### src/itfs_pkg.sv
// Shared types and constants for the integer text field scanner.
// No dependencies; every other file imports this package.
package itfs_pkg;

  localparam int VALUE_BITS  = 32;
  localparam int FIELD_LIMIT = 38;
  localparam int CNT_W       = $clog2(FIELD_LIMIT + 1);
  localparam int PROD_W      = VALUE_BITS + 5;
  localparam int Q_DEPTH     = 4;
  localparam int Q_PTR_W     = $clog2(Q_DEPTH);
  localparam int Q_CNT_W     = $clog2(Q_DEPTH + 1);
  localparam int CFG_IDX_W   = 2;
  localparam int CFG_DATA_W  = 6;
  localparam int OUT_VALUE_W = 32;
  localparam int STATUS_W    = 2;
  localparam int CHARS_W     = 6;

  localparam logic [CFG_IDX_W-1:0] REG_BASE_MODE = 2'd0;
  localparam logic [CFG_IDX_W-1:0] REG_SIGNED    = 2'd1;
  localparam logic [CFG_IDX_W-1:0] REG_MAX_WIDTH = 2'd2;

  localparam logic [VALUE_BITS-1:0] VAL_SMAX = {1'b0, {(VALUE_BITS-1){1'b1}}};
  localparam logic [VALUE_BITS-1:0] VAL_SMIN = ~VAL_SMAX;
  localparam logic [VALUE_BITS-1:0] VAL_UMAX = '1;

  // mode register encoding doubles as the working radix
  typedef enum logic [1:0] {MODE_AUTO, MODE_OCT, MODE_DEC, MODE_HEX} base_t;

  typedef enum logic [1:0] {ST_OK, ST_NO_DIGITS, ST_EOF} status_t;

  typedef enum logic [2:0] {
    K_WS, K_ZERO, K_DEC, K_HEX, K_SIGN, K_X, K_OTHER, K_END
  } kind_t;

  typedef enum logic [1:0] {LK_NONE, LK_SIGN, LK_X} lastkind_t;

  typedef enum logic {PH_SKIP, PH_FIELD} phase_t;

  typedef struct packed {
    kind_t      kind;
    logic [3:0] digit;
    logic       minus;
  } item_t;

  typedef struct packed {
    base_t                 cb;
    logic                  sa;
    logic                  nd;
    logic                  nz;
    logic                  pa;
    logic [CNT_W-1:0]      cnt;
    logic [VALUE_BITS-1:0] mag;
    logic                  ovf;
    logic                  neg;
    lastkind_t             lk;
  } field_t;

  typedef struct packed {
    logic                  eof;
    logic                  nd;
    logic [CNT_W-1:0]      cnt;
    logic                  xback;
    logic                  ovf;
    logic                  neg;
    logic [VALUE_BITS-1:0] mag;
    logic                  by_width;
  } snap_t;

endpackage

### src/itfs_intf.sv
// Channel interfaces: character stream in, scanned field results out.
// Depends on itfs_pkg for payload widths.
interface itfs_char_if;
  logic       valid;
  logic       ready;
  logic [7:0] ch;
  logic       end_of_input;

  modport source (output valid, ch, end_of_input, input ready);
  modport sink (input valid, ch, end_of_input, output ready);
endinterface

interface itfs_field_if import itfs_pkg::*; ();
  logic                   valid;
  logic                   ready;
  logic [OUT_VALUE_W-1:0] value;
  logic [STATUS_W-1:0]    status;
  logic [CHARS_W-1:0]     chars_taken;
  logic                   pushed_back;
  logic                   ended_by_width;

  modport source (output valid, value, status, chars_taken, pushed_back, ended_by_width,
                  input ready);
  modport sink (input valid, value, status, chars_taken, pushed_back, ended_by_width,
                output ready);
endinterface

### src/itfs_front.sv
// Front end: accepts characters, classifies them and queues them.
// Depends on itfs_pkg and itfs_char_if.
module itfs_front import itfs_pkg::*; (
  input  logic        clk,
  input  logic        rst,
  itfs_char_if.sink   text,
  input  logic        pop,
  output logic        head_valid,
  output item_t       head
);

  item_t                entries [Q_DEPTH];
  logic [Q_PTR_W-1:0]   wr_ptr;
  logic [Q_PTR_W-1:0]   rd_ptr;
  logic [Q_CNT_W-1:0]   count;
  logic                 push;
  item_t                cls;

  assign text.ready = !rst && (count != Q_CNT_W'(Q_DEPTH));
  assign push       = text.valid && text.ready;
  assign head_valid = (count != '0);
  assign head       = entries[rd_ptr];

  always_comb begin
    cls.kind  = K_OTHER;
    cls.digit = '0;
    cls.minus = 1'b0;
    if (text.end_of_input) begin
      cls.kind = K_END;
    end else if (text.ch == 8'h20 || text.ch inside {[8'h09:8'h0d]}) begin
      cls.kind = K_WS;
    end else if (text.ch == 8'h30) begin
      cls.kind = K_ZERO;
    end else if (text.ch inside {[8'h31:8'h39]}) begin
      cls.kind  = K_DEC;
      cls.digit = 4'(text.ch - 8'h30);
    end else if (text.ch inside {[8'h61:8'h66], [8'h41:8'h46]}) begin
      cls.kind  = K_HEX;
      cls.digit = 4'((text.ch | 8'h20) - 8'h57);
    end else if (text.ch == 8'h2b || text.ch == 8'h2d) begin
      cls.kind  = K_SIGN;
      cls.minus = (text.ch == 8'h2d);
    end else if (text.ch == 8'h78 || text.ch == 8'h58) begin
      cls.kind = K_X;
    end
  end

  always_ff @(posedge clk) begin
    if (rst) begin
      wr_ptr <= '0;
      rd_ptr <= '0;
      count  <= '0;
    end else begin
      if (push) begin
        wr_ptr <= (wr_ptr == Q_PTR_W'(Q_DEPTH - 1)) ? '0 : wr_ptr + 1'b1;
      end
      if (pop) begin
        rd_ptr <= (rd_ptr == Q_PTR_W'(Q_DEPTH - 1)) ? '0 : rd_ptr + 1'b1;
      end
      case ({push, pop})
        2'b10:   count <= count + 1'b1;
        2'b01:   count <= count - 1'b1;
        default: count <= count;
      endcase
    end
  end

  always_ff @(posedge clk) begin
    if (push) begin
      entries[wr_ptr] <= cls;
    end
  end

  a_count_bound: assert property (@(posedge clk) disable iff (rst)
    count <= Q_CNT_W'(Q_DEPTH)) else $error("queue count out of range");

  a_pop_nonempty: assert property (@(posedge clk) disable iff (rst)
    pop |-> head_valid) else $error("pop from empty queue");

endmodule

### src/itfs_back.sv
// Scan engine: one queued character per cycle through the field state machine, unless the snapshot stalls.
// Depends on itfs_pkg; feeds the result formatter through a snapshot register.
module itfs_back import itfs_pkg::*; (
  input  logic        clk,
  input  logic        rst,
  input  logic        head_valid,
  input  item_t       head,
  output logic        pop,
  input  base_t       base_mode,
  input  logic [5:0]  max_width,
  input  logic        snap_ready,
  output logic        snap_valid,
  output snap_t       snap
);

  phase_t              phase;
  phase_t              phase_next;
  field_t              fs;
  field_t              fs_next;
  field_t              fresh;
  field_t              eff;
  field_t              nxt;
  logic                acc;
  logic                do_add;
  logic                emit;
  logic                load;
  snap_t               snap_next;
  logic [CNT_W-1:0]    lim;
  logic [PROD_W-1:0]   mag_x;
  logic [PROD_W-1:0]   scaled;
  logic [PROD_W-1:0]   prod;

  function automatic snap_t to_snap(field_t f, logic by_width);
    snap_t s;
    s.eof      = 1'b0;
    s.nd       = f.nd;
    s.cnt      = f.cnt;
    s.xback    = (f.lk == LK_X);
    s.ovf      = f.ovf;
    s.neg      = f.neg;
    s.mag      = f.mag;
    s.by_width = by_width;
    return s;
  endfunction

  assign pop  = head_valid && (!snap_valid || snap_ready);
  assign load = pop && emit;

  always_comb begin
    if (max_width == '0 || max_width > 6'(FIELD_LIMIT)) begin
      lim = CNT_W'(FIELD_LIMIT);
    end else begin
      lim = CNT_W'(max_width);
    end
  end

  always_comb begin
    fresh     = '0;
    fresh.cb  = base_mode;
    fresh.sa  = 1'b1;
    fresh.nd  = 1'b1;
    fresh.nz  = 1'b1;
    fresh.pa  = (base_mode == MODE_HEX);
    fresh.lk  = LK_NONE;
    eff       = (phase == PH_SKIP) ? fresh : fs;
    nxt       = eff;
    acc       = 1'b0;
    do_add    = 1'b0;

    case (head.kind)
      K_ZERO: begin
        if (eff.cb == MODE_AUTO) begin
          nxt.cb = MODE_OCT;
          nxt.pa = 1'b1;
        end
        if (eff.nz) begin
          nxt.nz = 1'b0;
        end else begin
          nxt.pa = 1'b0;
        end
        do_add = 1'b1;
      end
      K_DEC: begin
        if (eff.cb == MODE_AUTO) begin
          nxt.cb = MODE_DEC;
        end
        if (!(head.digit >= 4'd8 && nxt.cb == MODE_OCT)) begin
          nxt.pa = 1'b0;
          do_add = 1'b1;
        end
      end
      K_HEX: begin
        if (eff.cb == MODE_HEX) begin
          nxt.pa = 1'b0;
          do_add = 1'b1;
        end
      end
      K_SIGN: begin
        if (eff.sa) begin
          nxt.sa  = 1'b0;
          nxt.neg = head.minus;
          nxt.lk  = LK_SIGN;
          acc     = 1'b1;
        end
      end
      K_X: begin
        if (eff.pa && !eff.nd) begin
          nxt.cb = MODE_HEX;
          nxt.pa = 1'b0;
          nxt.lk = LK_X;
          acc    = 1'b1;
        end
      end
      default: begin
      end
    endcase

    // mag * radix + digit; overflow when anything lands above the value width
    mag_x = PROD_W'(eff.mag);
    case (nxt.cb)
      MODE_OCT: scaled = mag_x << 3;
      MODE_HEX: scaled = mag_x << 4;
      default:  scaled = (mag_x << 3) + (mag_x << 1);
    endcase
    prod = scaled + PROD_W'(head.digit);

    if (do_add) begin
      acc    = 1'b1;
      nxt.sa = 1'b0;
      nxt.nd = 1'b0;
      nxt.lk = LK_NONE;
      if (!eff.ovf) begin
        if (|prod[PROD_W-1:VALUE_BITS]) begin
          nxt.ovf = 1'b1;
        end else begin
          nxt.mag = prod[VALUE_BITS-1:0];
        end
      end
    end
    if (acc) begin
      nxt.cnt = eff.cnt + 1'b1;
    end

    emit       = 1'b0;
    snap_next  = '0;
    phase_next = phase;
    fs_next    = fs;
    if (phase == PH_SKIP && head.kind == K_END) begin
      emit          = 1'b1;
      snap_next.eof = 1'b1;
    end else if (phase == PH_SKIP && head.kind == K_WS) begin
      phase_next = PH_SKIP;
    end else if (!acc) begin
      emit       = 1'b1;
      snap_next  = to_snap(eff, 1'b0);
      phase_next = PH_SKIP;
    end else if (nxt.cnt >= lim) begin
      emit       = 1'b1;
      snap_next  = to_snap(nxt, 1'b1);
      phase_next = PH_SKIP;
    end else begin
      phase_next = PH_FIELD;
      fs_next    = nxt;
    end
  end

  always_ff @(posedge clk) begin
    if (rst) begin
      phase <= PH_SKIP;
    end else if (pop) begin
      phase <= phase_next;
    end
  end

  always_ff @(posedge clk) begin
    if (pop) begin
      fs <= fs_next;
    end
  end

  always_ff @(posedge clk) begin
    if (rst) begin
      snap_valid <= 1'b0;
    end else if (!snap_valid || snap_ready) begin
      snap_valid <= load;
    end
  end

  always_ff @(posedge clk) begin
    if (load) begin
      snap <= snap_next;
    end
  end

  a_width_end: assert property (@(posedge clk) disable iff (rst)
    (load && snap_next.by_width) |-> (snap_next.cnt >= lim))
    else $error("width end with wrong count");

  a_field_nonempty: assert property (@(posedge clk) disable iff (rst)
    (phase == PH_FIELD) |-> (fs.cnt != '0)) else $error("open field holds no characters");

endmodule

### src/itfs_format.sv
// Result formatter: applies saturation, sign and pushback to a field snapshot.
// Depends on itfs_pkg and itfs_field_if; holds the output register.
module itfs_format import itfs_pkg::*; (
  input  logic        clk,
  input  logic        rst,
  input  logic        snap_valid,
  input  snap_t       snap,
  input  logic        signed_conversion,
  output logic        snap_ready,
  itfs_field_if.source result
);

  logic                   out_valid;
  logic [OUT_VALUE_W-1:0] value_r;
  status_t                status_r;
  logic [CHARS_W-1:0]     chars_r;
  logic                   pushed_r;
  logic                   width_r;

  logic [VALUE_BITS-1:0]  val;
  logic [VALUE_BITS-1:0]  neg_mag;
  status_t                st;
  logic                   pushed;
  logic [CNT_W-1:0]       count;

  assign snap_ready            = !out_valid || result.ready;
  assign result.valid          = out_valid;
  assign result.value          = value_r;
  assign result.status         = status_r;
  assign result.chars_taken    = chars_r;
  assign result.pushed_back    = pushed_r;
  assign result.ended_by_width = width_r;

  always_comb begin
    neg_mag = '0 - snap.mag;
    val     = '0;
    st      = ST_OK;
    pushed  = 1'b0;
    if (snap.eof) begin
      st = ST_EOF;
    end else if (snap.nd) begin
      st     = ST_NO_DIGITS;
      pushed = (snap.cnt != '0);
    end else begin
      pushed = snap.xback;
      if (signed_conversion) begin
        if (snap.neg) begin
          val = (snap.ovf || snap.mag > VAL_SMIN) ? VAL_SMIN : neg_mag;
        end else begin
          val = (snap.ovf || snap.mag > VAL_SMAX) ? VAL_SMAX : snap.mag;
        end
      end else if (snap.ovf) begin
        val = VAL_UMAX;
      end else begin
        val = snap.neg ? neg_mag : snap.mag;
      end
    end
    count = snap.cnt - CNT_W'(pushed);
  end

  always_ff @(posedge clk) begin
    if (rst) begin
      out_valid <= 1'b0;
    end else if (snap_ready) begin
      out_valid <= snap_valid;
    end
  end

  always_ff @(posedge clk) begin
    if (snap_ready && snap_valid) begin
      value_r  <= OUT_VALUE_W'(val);
      status_r <= st;
      chars_r  <= CHARS_W'(count);
      pushed_r <= pushed;
      width_r  <= snap.by_width;
    end
  end

  a_fail_zero: assert property (@(posedge clk) disable iff (rst)
    (out_valid && status_r != ST_OK) |-> (value_r == '0))
    else $error("failed field carries a value");

  a_eof_empty: assert property (@(posedge clk) disable iff (rst)
    (out_valid && status_r == ST_EOF) |-> (chars_r == '0 && !pushed_r && !width_r))
    else $error("end-of-input result not empty");

endmodule

### src/integer_text_field_scanner.sv
// Integer text field scanner: one character per cycle if unstalled, one result per field.
// Throughput 1 character per clock unless the output stalls; the scan engine handles
// one queued character a cycle. A field's result follows its closing character through
// the queue write, the scan engine snapshot and the output register; stalls hold it.
// Reset (rst, synchronous): registers to defaults, queue empty, skipping whitespace.
module integer_text_field_scanner import itfs_pkg::*; (
  input  logic                  clk,
  input  logic                  rst,
  input  logic                  cfg_write,
  input  logic [CFG_IDX_W-1:0]  cfg_index,
  input  logic [CFG_DATA_W-1:0] cfg_data,
  itfs_char_if.sink             text,
  itfs_field_if.source          result
);

  base_t       base_mode;
  logic        signed_conversion;
  logic [5:0]  max_width;

  logic        head_valid;
  item_t       head;
  logic        pop;
  logic        snap_valid;
  logic        snap_ready;
  snap_t       snap;

  always_ff @(posedge clk) begin
    if (rst) begin
      base_mode         <= MODE_DEC;
      signed_conversion <= 1'b1;
      max_width         <= '0;
    end else if (cfg_write) begin
      case (cfg_index)
        REG_BASE_MODE: base_mode         <= base_t'(cfg_data[1:0]);
        REG_SIGNED:    signed_conversion <= cfg_data[0];
        REG_MAX_WIDTH: max_width         <= cfg_data[5:0];
        default: begin
        end
      endcase
    end
  end

  itfs_front u_front (
    .clk        (clk),
    .rst        (rst),
    .text       (text),
    .pop        (pop),
    .head_valid (head_valid),
    .head       (head)
  );

  itfs_back u_back (
    .clk        (clk),
    .rst        (rst),
    .head_valid (head_valid),
    .head       (head),
    .pop        (pop),
    .base_mode  (base_mode),
    .max_width  (max_width),
    .snap_ready (snap_ready),
    .snap_valid (snap_valid),
    .snap       (snap)
  );

  itfs_format u_format (
    .clk               (clk),
    .rst               (rst),
    .snap_valid        (snap_valid),
    .snap              (snap),
    .signed_conversion (signed_conversion),
    .snap_ready        (snap_ready),
    .result            (result)
  );

endmodule
### src/flat_wrapper.sv
// flat-port wrapper written by rule: the top's interface ports become plain ports
module integer_text_field_scanner_flat import itfs_pkg::*;
  (clk, rst, cfg_write, cfg_index, cfg_data, text_valid, text_ch, text_end_of_input, text_ready, result_valid, result_value, result_status, result_chars_taken, result_pushed_back, result_ended_by_width, result_ready);
  itfs_char_if text_i ();
  itfs_field_if result_i ();
  input  logic clk;
  input  logic rst;
  input  logic cfg_write;
  input  logic [CFG_IDX_W-1:0] cfg_index;
  input  logic [CFG_DATA_W-1:0] cfg_data;
  input wire logic [$bits(text_i.valid)-1:0] text_valid;
  input wire logic [$bits(text_i.ch)-1:0] text_ch;
  input wire logic [$bits(text_i.end_of_input)-1:0] text_end_of_input;
  output wire logic [$bits(text_i.ready)-1:0] text_ready;
  output wire logic [$bits(result_i.valid)-1:0] result_valid;
  output wire logic [$bits(result_i.value)-1:0] result_value;
  output wire logic [$bits(result_i.status)-1:0] result_status;
  output wire logic [$bits(result_i.chars_taken)-1:0] result_chars_taken;
  output wire logic [$bits(result_i.pushed_back)-1:0] result_pushed_back;
  output wire logic [$bits(result_i.ended_by_width)-1:0] result_ended_by_width;
  input wire logic [$bits(result_i.ready)-1:0] result_ready;
  assign text_i.valid = text_valid;
  assign text_i.ch = text_ch;
  assign text_i.end_of_input = text_end_of_input;
  assign text_ready = text_i.ready;
  assign result_valid = result_i.valid;
  assign result_value = result_i.value;
  assign result_status = result_i.status;
  assign result_chars_taken = result_i.chars_taken;
  assign result_pushed_back = result_i.pushed_back;
  assign result_ended_by_width = result_i.ended_by_width;
  assign result_i.ready = result_ready;
  integer_text_field_scanner u_core (.clk(clk), .rst(rst), .cfg_write(cfg_write), .cfg_index(cfg_index), .cfg_data(cfg_data), .text(text_i), .result(result_i));
endmodule
### config.mk
export PLATFORM = sky130hd
export DESIGN_NAME = integer_text_field_scanner_flat
export DESIGN_NICKNAME = d
export VERILOG_FILES = /design/src/itfs_pkg.sv /design/src/itfs_intf.sv /design/src/itfs_front.sv /design/src/itfs_back.sv /design/src/itfs_format.sv /design/src/integer_text_field_scanner.sv /design/src/flat_wrapper.sv
export SDC_FILE = /design/constraint.sdc
export NUM_CORES = 1
export LEC_CHECK = 0
export BUFFER_PORTS_ARGS = -buffer_cell sky130_fd_sc_hd__buf_2
export CAP_MARGIN = 10
export CORE_MARGIN = 2
export CORE_UTILIZATION = 26
export CTS_CLUSTER_DIAMETER = 150
export DETAILED_ROUTE_END_ITERATION = 6
export PLACE_DENSITY = 0.47
export SLEW_MARGIN = 20
export SYNTH_ARGS = -nofsm -noshare
export SYNTH_HDL_FRONTEND = slang
export SYNTH_SLANG_ARGS = --single-unit
### constraint.sdc
create_clock -name clk -period 25.8 [get_ports clk]
set_clock_uncertainty 0.2 [all_clocks]
set_input_delay 2.58 -clock clk [delete_from_list [all_inputs] [get_ports clk]]
set_output_delay 2.58 -clock clk [all_outputs]
set_load 0.02 [all_outputs]
==> flow_summary.ini, run 1 <==
[status]
status = complete, no violations

[synth]
synth_top_area_share_pct = 36.35
synthMuxAreaShare_pct = 4.681
synth.distinct_cells = 92
synth-edff-count = 166
yosys.area_share.xor_xnor_pct = 6.706
netlist_instances = 1527
synth_top_area_cell = edfxtp_1
yosysSeqAreaShare_pct = 39.42
synth_simple_gate_area_share_pct = 19.36
synth-compound-area-share_pct = 21.71
netlist_area_um2 = 13710
ys.flop_type = edfxtp_1
synth_adder_area_share_pct = 3.358
synth_warnings = 0
syn_avg_cell_area_um2 = 8.980
async_reset_ff_share_pct = 0
synth_top_family_by_area = compound AO/OA/AOI/OAI gates
synth_seq_cells = 187
ys_top_cells_by_area = edfxtp_1 (36%), nand2_1 (4.6%), xor2_1 (4.5%), a21oi_1 (4.3%), o21ai_0 (3.5%)
synth_fp_nets = 1583

[floorplanning]
die_area_um2 = 54600
die_y_um = 233.7
start_util_pct = 26.20
placementRows = 84
fp.dieW_um = 233.7
pin_count = 66
core_area_um2 = 52340

[drt]
drt_iter0_markers = 1111
viasPerCell = 5.404
post-route-drc-count = 0
post_drt_wl_per_cell_um = 18.66
ant_nets = 0
totalWireLength_um = 41540
drtPass1Iterations = 5
routed-via-count = 12030

[worst_setup_path]
required_ns = 25.80
cp-end-kind = register
cp-start-kind = register
path_max_fanout = 45
critPathKind = reg -> reg
reg2regPathDepth = 17
cp.arrival_ns = 6.84

[clock_network]
cts_num_sinks = 187
cts_root_buf = clkbuf_16
post-cts-setup-buffers = 0
htree_num_levels = 4
cts_resized = 0
clk_pin_slew_ns = 0.08
holdBufCountCts = 0
cts-buffers-inserted = 17
cts_tree = done
worstSkewPairLatency_ns = 0.46
clock_path_buffers = 2

[timing]
holdWs_ns = 0.2277
rsz0062_at_grt = false
max_slew.worst_pin.slew_ns = 1.050
fin_crit_sh_pct = 26.51
max_slew_margin_pct = 28.16
setup_ws_ns = 18.96
fmax_ghz = 0.1462
finalSetupViolCount = 0
post-route-min-period_ns = 6.840
drv_slew = 0
tns_ns = 0
hold_violations = 0

[job]
maxCapViolCount = 0

[grt]
grt_max_degree = 51
overflow = 0
track_usage_pct = 15.11
antenna_found_initial = 0
grt_pass1_wl_um = 64170
grt_pass1_vias = 11090

[placement]
gp_congestion = 0.9369
post_dp_cell_area_um2 = 14630
place_inst = 2194
dp_slack_ns = 18.97
io_buffers = 65
hpwl_um = 31000

[finish]
layout.cells.non_filler = 2226
final_area_um2 = 15240
final_nets = 1581
antennaDiodeCount = 0
layout-drive-gt1-share_pct = 10.60
area_delta_synth_final_pct = 11.11
final_cell_mix = nand2_1 (168), edfxtp_1 (166), nor2_1 (124)
layout_commonest_cell = nand2_1
post-route-util_pct = 29.11

[worst_hold_path]
worstHoldPathCells = 0
min_path_type = reg -> reg

[power_and_ir_drop]
powerDensity_nw_per_um2 = 90.31
p_leak_nw = 5.247
fin_total_pwr_mw = 1.376
vdd_ir_drop_max_uv = 46.24
synth_stat cells, types with 6 or more instances:
cell         n
a211oi_1    19
o311ai_0     6
nand2b_1    11
inv_1       53
buf_1       16
nor4_1      18
o2111ai_1    7
o31ai_1     17
a211o_1      6
and2_1      12
nand4_1     12
o21ai_0     95
a21o_1      12
or3_1       19
nand2_1    168
nor2b_1     14
nor3_1      36
a21oi_1    117
nand3b_1     8
mux4_2       8
dfxtp_1     21
a31oi_1     14
xnor2_1     34
edfxtp_1   166
o221ai_1     6
o21a_1      11
nand3_1     50
xor2_1      71
and3_1      13
o22ai_1     25
buf_2       13
nor3b_1     11
mux2i_1     36
o211ai_1    26
or4_1       11
nor2_1     124
clkbuf_1    65
a221oi_1    16
ha_1        32
or2_2        8
buf_4        8
nand4b_1     6
critical path: stages (launching register included):
cell and delay, ns:
dfxtp_4 0.64, buf_4 0.50, nand2_1 0.21, inv_1 0.21, ha_1 0.21, ha_1 0.17, a21o_1 0.10, and4_1 0.23
o21ai_0 0.12, o21ai_0 0.55, a31oi_1 0.32, a21o_1 0.25, a31oi_1 0.28, o211ai_1 0.22, nor3_1 0.65, nand4_2 0.36
nand2_1 0.89, mux2_1 0.40
flip-flops by register name, indices dropped and copies added (netlist names), 2 cells and up, named ones only:
signal and count:
u_core.u_back.fs 48, u_core.u_back.snap 44, u_core.u_format.result.value 32, u_core.u_front.entries 32, u_core.max_width 6, u_core.u_format.result.chars_taken 6, u_core.u_front.count 3, u_core.base_mode 2
u_core.u_format.result.status 2, u_core.u_front.rd_ptr 2, u_core.u_front.wr_ptr 2
cells by family after synthesis:
kind of cell,Yosys count
XOR/XNOR,105
adder cells (fa/ha/maj),36
flip-flops,187
buffers and inverters,158
AO/OA/AOI/OAI,449
AND/OR/NAND/NOR,539
multiplexers,53
worst paths after layout:
path                                            start  slack [ns]                                         endpoint
setup / recovery     u_core.u_back.phase$_SDFFE_PP0P_       18.96                   u_core.u_back.fs[30]$_DFFE_PP_
hold / removal    u_core.u_back.snap[0]$_SDFFCE_PP0P_        0.23  u_core.u_format.result.ended_by_width$_DFFE_PP_
setup reg to reg     u_core.u_back.phase$_SDFFE_PP0P_       18.96                   u_core.u_back.fs[30]$_DFFE_PP_
hold reg to reg   u_core.u_back.snap[0]$_SDFFCE_PP0P_        0.23  u_core.u_format.result.ended_by_width$_DFFE_PP_
power breakdown:
part	internal [mW]	switching [mW]
logic	0.189	0.379
registers	0.452	0.0889
clock network	0.131	0.136
total	0.772	0.604
per-layer routing:
metal,GRT usage [%],wire length (µm),vias to the layer above
met4,5.024,910,0
met3,2.563,2465,51
met5,0,0,-
li1,-,-,5749
met1,20.67,18900,5842
met2,24.07,19270,388
final cells by class:
type / count / area, µm²
flip-flops and latches: 187 / 5409
clock inverters: 15 / 170.2
multi-input cells: 1182 / 7709
clock buffers: 17 / 425.4
well taps: 688 / 860.8
repair buffers: 83 / 460.4
fillers: 5528 / 37100
inverters: 54 / 202.7
No activity file was read; power rests on OpenSTA's default activity.
==> run 2, diff against run 1 <==
--- a/config.mk
+++ b/config.mk
@@ -5,6 +5,7 @@
 export SDC_FILE = /design/constraint.sdc
 export NUM_CORES = 1
 export LEC_CHECK = 0
+export ABC_AREA = 1
 export BUFFER_PORTS_ARGS = -buffer_cell sky130_fd_sc_hd__buf_2
 export CAP_MARGIN = 10
 export CORE_MARGIN = 2
==> constraint.sdc (replaced) <==
create_clock -name clk -period 6.4 [get_ports clk]
set_clock_uncertainty 0.2 [all_clocks]
set_input_delay 0.64 -clock clk [delete_from_list [all_inputs] [get_ports clk]]
set_output_delay 0.64 -clock clk [all_outputs]
set_load 0.02 [all_outputs]
==> run 2 against run 1 <==
Compared with the run above: register-to-register slack lost 18 ns; synthesized cell count increased by 39%; via count grew 15%; largest cell class unchanged.
==> flow_summary.ini, run 2 <==
[status]
status = complete, no violations

[synth]
syn_avg_cell_area_um2 = 6.954
netlist_instances = 2122
yosysSeqAreaShare_pct = 36.63
synth_warnings = 0
synth_top_area_share_pct = 33.78
synth_top_area_cell = edfxtp_1
ys_top_cells_by_area = edfxtp_1 (34%), nand2_1 (17%), inv_1 (7.2%), nand3_1 (6.5%), nor2_1 (4.7%)
ys.flop_type = edfxtp_1
async_reset_ff_share_pct = 0
synth.distinct_cells = 56
netlist_area_um2 = 14760
synth_commonest_cells = nand2_1 (671), inv_1 (282), nand3_1 (193)
synth_seq_cells = 187
synth-edff-count = 166
synth_fp_nets = 2178
yosysMostFrequentCell = nand2_1

[floorplanning]
fp.dieW_um = 242.2
placementRows = 87
start_util_pct = 26.22
die_area_um2 = 58670
core_area_um2 = 56280
die_y_um = 242.2
pin_count = 66

[worst_setup_path]
reg2regPathDepth = 29
cp-start-kind = register
cp_top_family = simple AND/OR/NAND/NOR gates
slowest_delay_ns = 0.78
path_max_fanout = 47
required_ns = 6.41
cp-end-kind = register
crit_top_cell = nand2_1
critPathKind = reg -> reg
path_buf_inv = 4
regToRegSetupSlack_ns = 0.86
cp.arrival_ns = 5.54
crit_slowest_cell = dfxtp_1
timing.rr.end = u_core.u_back.snap[19]$_SDFFCE_PP0P_

[power_and_ir_drop]
switching_share_pct = 48.08
seqPwrFrac_pct = 35.7
p_sw_mw = 3.284
vdd_ir_drop_max_uv = 214.6
p_int_mw = 3.546
comb_power_share_pct = 48.4
p_clk_share_pct = 15.9
p_leak_nw = 7.595
powerDensity_nw_per_um2 = 414.5

[clock_network]
holdBufCountCts = 0
cts_resized = 0
clock_path_buffers = 2
cts-buffers-inserted = 17
htree_num_levels = 4
cts_root_buf = clkbuf_16
cts_num_sinks = 187
cts_tree = done
worstSkewPairLatency_ns = 0.46
clk_pin_slew_ns = 0.08
post-cts-setup-buffers = 0

[timing]
max_slew.worst_pin.slew_ns = 0.8672
fin_crit_sh_pct = 86.49
tns_ns = 0
drv_slew = 0
max_slew_margin_pct = 41.65
fmax_ghz = 0.1807
rsz0062_at_grt = false
hold_violations = 0
post-route-min-period_ns = 5.535
finalSetupViolCount = 0
holdWs_ns = 0.2057

[placement]
hpwl_um = 36770
gp_congestion = 0.8741
io_buffers = 65

[finish]
layout-drive-gt1-share_pct = 9.972
final_nets = 2219
reg_top3 = u_core.u_back.fs x48, u_core.u_back.snap x44
largest_register_ffs = 48
area_delta_synth_final_pct = 11.68
regMostFlops = u_core.u_back.fs
antennaDiodeCount = 0
final_cell_mix = nand2_1 (671), inv_1 (281), nand3_1 (193)
layout_commonest_cell = nand2_1
fillers = 6182

[drt]
drt_iter0_markers = 1043
routed-via-count = 13880
ant_nets = 0
post-route-drc-count = 0
totalWireLength_um = 46010
post_drt_wl_per_cell_um = 15.69
drtPass1Iterations = 5
viasPerCell = 4.735

[grt]
grt_pass1_vias = 13090
overflow = 0
track_usage_pct = 15.63
grt_max_degree = 75
grt_pass1_wl_um = 72640
antenna_found_initial = 0

[worst_hold_path]
hold_end = u_core.u_back.phase$_SDFFE_PP0P_
worstHoldPathCells = 2
worstHoldStart = rst
min_path_type = in -> reg

[job]
maxCapViolCount = 0
## run 2: worst max-delay path by stage
stage | from | cells past startpoint | slack [ns] | to
floorplan | register | 25 | 0.14 | u_core.u_back.fs[0]$_DFFE_PP_
global placement | register | 31 | 1.02 | u_core.u_back.snap[4]$_SDFFCE_PP0P_
detailed placement | register | 29 | 0.87 | u_core.u_back.snap[25]$_SDFFCE_PP0P_
CTS | register | 29 | 0.85 | u_core.u_back.snap[25]$_SDFFCE_PP0P_
global route | register | 29 | 0.30 | u_core.u_back.snap[17]$_SDFFCE_PP0P_
finish | register | 29 | 0.86 | u_core.u_back.snap[19]$_SDFFCE_PP0P_
## run 2: cell families (layout without fill, tap and decap cells)
| family | count (synthesis) | count (layout) | share of synthesized area [%] |
|---|---|---|---|
| flops | 187 | 187 | 36.63 |
| simple gates | 1216 | 1216 | 35.90 |
| xor+xnor | 61 | 61 | 3.621 |
| compound gates | 261 | 261 | 10.73 |
| fa+ha+maj | 34 | 34 | 2.985 |
| buf+inv | 363 | 417 | 10.13 |
## run 2: stage by stage
step	instance area (µm²)	std cells	power, mW	utilization (%)	worst slack (ns)
2_1_floorplan	14760	2122	4.747	-	0.1435
3_3_place_gp	15880	2900	5.742	28.21	1.022
3_5_place_dp	15880	2900	5.766	28.21	0.8676
4_1_cts	16480	2932	6.884	29.28	0.8456
5_1_grt	16480	2932	7.373	29.28	0.2988
6_report	16480	2932	6.830	29.28	0.8648
## run 2: area by class of cell
type,instances,area [µm²],area share (%)
tap,756,945.9,5.740
inverter,301,1140,6.917
clock buffer,17,425.4,2.582
sequential,187,5406,32.81
clock inverter,15,176.4,1.071
multi-input combinational,1572,7879,47.81
timing repair buffer,84,505.5,3.068
## run 2: metal layers
metal	vias to the layer above	track usage [%]	wire length (µm)
li1	7066	-	-
met1	6517	22.08	23010
met2	259	25.12	20630
met3	40	1.994	1671
met4	0	4.067	699
met5	-	0	0
## run 2: power by group through the flow
| stage | combinational [mW] | sequential (mW) | clock (mW) |
|---|---|---|---|
| after floorplan | 2.35 | 2.40 | 0 |
| after global placement | 3.29 | 2.46 | 0 |
| after detailed placement | 3.32 | 2.45 | 0 |
| after CTS | 3.33 | 2.43 | 1.12 |
| after global routing | 3.71 | 2.50 | 1.17 |
| final | 3.31 | 2.44 | 1.09 |
==> run 3, diff against run 2 <==
--- a/config.mk
+++ b/config.mk
@@ -6,9 +6,8 @@
 export NUM_CORES = 1
 export LEC_CHECK = 0
 export ABC_AREA = 1
-export BUFFER_PORTS_ARGS = -buffer_cell sky130_fd_sc_hd__buf_2
+export BUFFER_PORTS_ARGS = -buffer_cell sky130_fd_sc_hd__buf_4
 export CAP_MARGIN = 10
-export CORE_MARGIN = 2
 export CORE_UTILIZATION = 26
 export CTS_CLUSTER_DIAMETER = 150
 export DETAILED_ROUTE_END_ITERATION = 6
==> run 3 against run 2 <==
Compared with the run above: maximum frequency shrank 1.7%; sequential share of layout area decreased by 0.21 points; first-iteration DRC count grew 0.77%; non-clock buffer count is the same; combinational power up 2%; global-route usage up 0.74 points; die area decreased by 1.6%; clock power is essentially flat; worst setup slack got worse by 0.098 ns; total power up 0.88%; final area grew 0.64%.
==> flow_summary.ini, run 3 (same netlist as run 2, synthesis figures left out) <==
[drt]
viasPerCell = 4.764
routed-via-count = 13930
ant_nets = 0
totalWireLength_um = 46370
drt_iter0_markers = 1051
routed-wl-met2_um = 20740
post_drt_wl_per_cell_um = 15.86
wl_met1_um = 22710
drtPass1Iterations = 5
highest_layer = met4
post-route-drc-count = 0
wl_met3_um = 2099

[worst_setup_path]
crit_slowest_cell = dfxtp_1
cp.arrival_ns = 5.64
reg2regPathDepth = 27
slowest_delay_ns = 0.78
cp_top_family = simple AND/OR/NAND/NOR gates
path_buf_inv = 3
critPathKind = reg -> reg
path_max_fanout = 47
cp-end-kind = register
timing.rr.end = u_core.u_back.snap[25]$_SDFFCE_PP0P_
cp-start-kind = register
crit_top_cell = nand2_1
regToRegSetupSlack_ns = 0.77
required_ns = 6.41

[clock_network]
clock_path_buffers = 2
worstSkewPairLatency_ns = 0.46
cts_tree = done
clk_pin_slew_ns = 0.07
post-cts-setup-buffers = 0
holdBufCountCts = 0
cts_resized = 0
htree_num_levels = 4
cts_root_buf = clkbuf_16
cts_num_sinks = 187
cts-buffers-inserted = 17

[placement]
hpwl_um = 36650
io_buffers = 65
place_inst = 2892
gp_congestion = 0.9142

[finish]
final_nets = 2219
post-route-util_pct = 29.81
reg_top3 = u_core.u_back.fs x48, u_core.u_back.snap x44
layout.cells.non_filler = 2924
fillers = 6093
antennaDiodeCount = 0
regMostFlops = u_core.u_back.fs
layout-drive-gt1-share_pct = 9.926
final_cell_mix = nand2_1 (671), inv_1 (281), nand3_1 (193)
largest_register_ffs = 48
area_delta_synth_final_pct = 12.39
layout_commonest_cell = nand2_1

[floorplanning]
placementRows = 86
die_y_um = 240.2
start_util_pct = 26.52
fp.dieW_um = 240.2
core_area_um2 = 55630
die_area_um2 = 57710
pin_count = 66

[grt]
grt_max_degree = 75
antenna_found_initial = 0
track_usage_pct = 16.37
overflow = 0
grt_pass1_wl_um = 72790
grt_pass1_vias = 13150

[timing]
fin_crit_sh_pct = 88.02
hold_violations = 0
finalSetupViolCount = 0
rsz0062_at_grt = false
max_slew_margin_pct = 43.46
holdWs_ns = 0.1802
tns_ns = 0
max_slew.worst_pin.slew_ns = 0.8404
post-route-min-period_ns = 5.633
drv_slew = 0
fmax_ghz = 0.1775

[job]
maxCapViolCount = 0

[power_and_ir_drop]
p_leak_nw = 7.638
vdd_ir_drop_max_uv = 228.8
powerDensity_nw_per_um2 = 415.5
fin_total_pwr_mw = 6.890

[worst_hold_path]
hold_end = u_core.u_back.phase$_SDFFE_PP0P_
worstHoldStart = rst
worstHoldPathCells = 2
min_path_type = in -> reg

[status]
status = complete, no violations
[run 3: cell types whose count changed in the layout (fill, tap and decap cells not counted)]
cell,delta
buf_12,-1
buf_2,-65
buf_4,+66
clkbuf_1,+1
clkinv_1,+1
clkinv_2,+2
clkinv_4,+1
clkinv_8,-3
clkinvlp_4,-2
nor2_1,-1
nor2_2,+1
[run 3: final cells by class]
class	count	area, µm²	area share, %
clock buffers	18	429.2	2.588
clock inverters	14	135.1	0.8149
inverters	301	1140	6.873
multi-input cells	1572	7881	47.53
flip-flops and latches	187	5406	32.60
well taps	748	935.9	5.644
repair buffers	84	655.6	3.954
[run 3: how the worst max path moves through the flow]
stage | end | slack, ns | cells past startpoint
after floorplan | u_core.u_back.fs[0]$_DFFE_PP_ | 0.14 | 25
after global placement | u_core.u_back.snap[4]$_SDFFCE_PP0P_ | 0.78 | 30
after detailed placement | u_core.u_back.snap[4]$_SDFFCE_PP0P_ | 0.58 | 29
after CTS | u_core.u_back.snap[17]$_SDFFCE_PP0P_ | 0.54 | 27
after global routing | u_core.u_back.snap[17]$_SDFFCE_PP0P_ | 0.17 | 28
final | u_core.u_back.snap[25]$_SDFFCE_PP0P_ | 0.77 | 27
[run 3: worst reg2reg max path: stages (launching register included)]
cell and delay (ns):
dfxtp_1 0.78, inv_6 0.17, nand2_1 0.11, nand3_1 0.08, nand2_2 0.17, nor2_1 0.10, nand3_1 0.14, nand2_1 0.08
nor2_2 0.42, nand2_1 0.33, o21ai_0 0.32, ha_1 0.20, nand2_1 0.06, nor2_1 0.08, a211oi_1 0.07, nor2_1 0.16
nand2_1 0.12, nor2_2 0.23, inv_1 0.12, nor2_4 0.17, nand3_1 0.09, nand2_1 0.08, nand2_1 0.26, nand4_1 0.26
buf_12 0.24, nand2_1 0.13, o211ai_1 0.10, nand2_1 0.08
[run 3: metal layers]
metal	track usage [%]	up-vias
met3	2.250	41
met2	26.26	334
li1	-	7055
met1	22.78	6501
met5	0	-
met4	4.671	0
[run 3: power breakdown]
group          total (mW)  internal, mW  switching, mW
clock                1.06         0.546          0.516
combinational        3.38          1.01           2.38
sequential           2.45          2.03          0.418
total                6.89          3.58           3.31
[run 3: through the flow]
| stage | cell area, µm² | worst slack, ns |
|---|---|---|
| after floorplan | 14760 | 0.1435 |
| after global placement | 16020 | 0.7806 |
| after detailed placement | 16020 | 0.5806 |
| after CTS | 16580 | 0.5438 |
| after global routing | 16580 | 0.1702 |
| final | 16580 | 0.7668 |
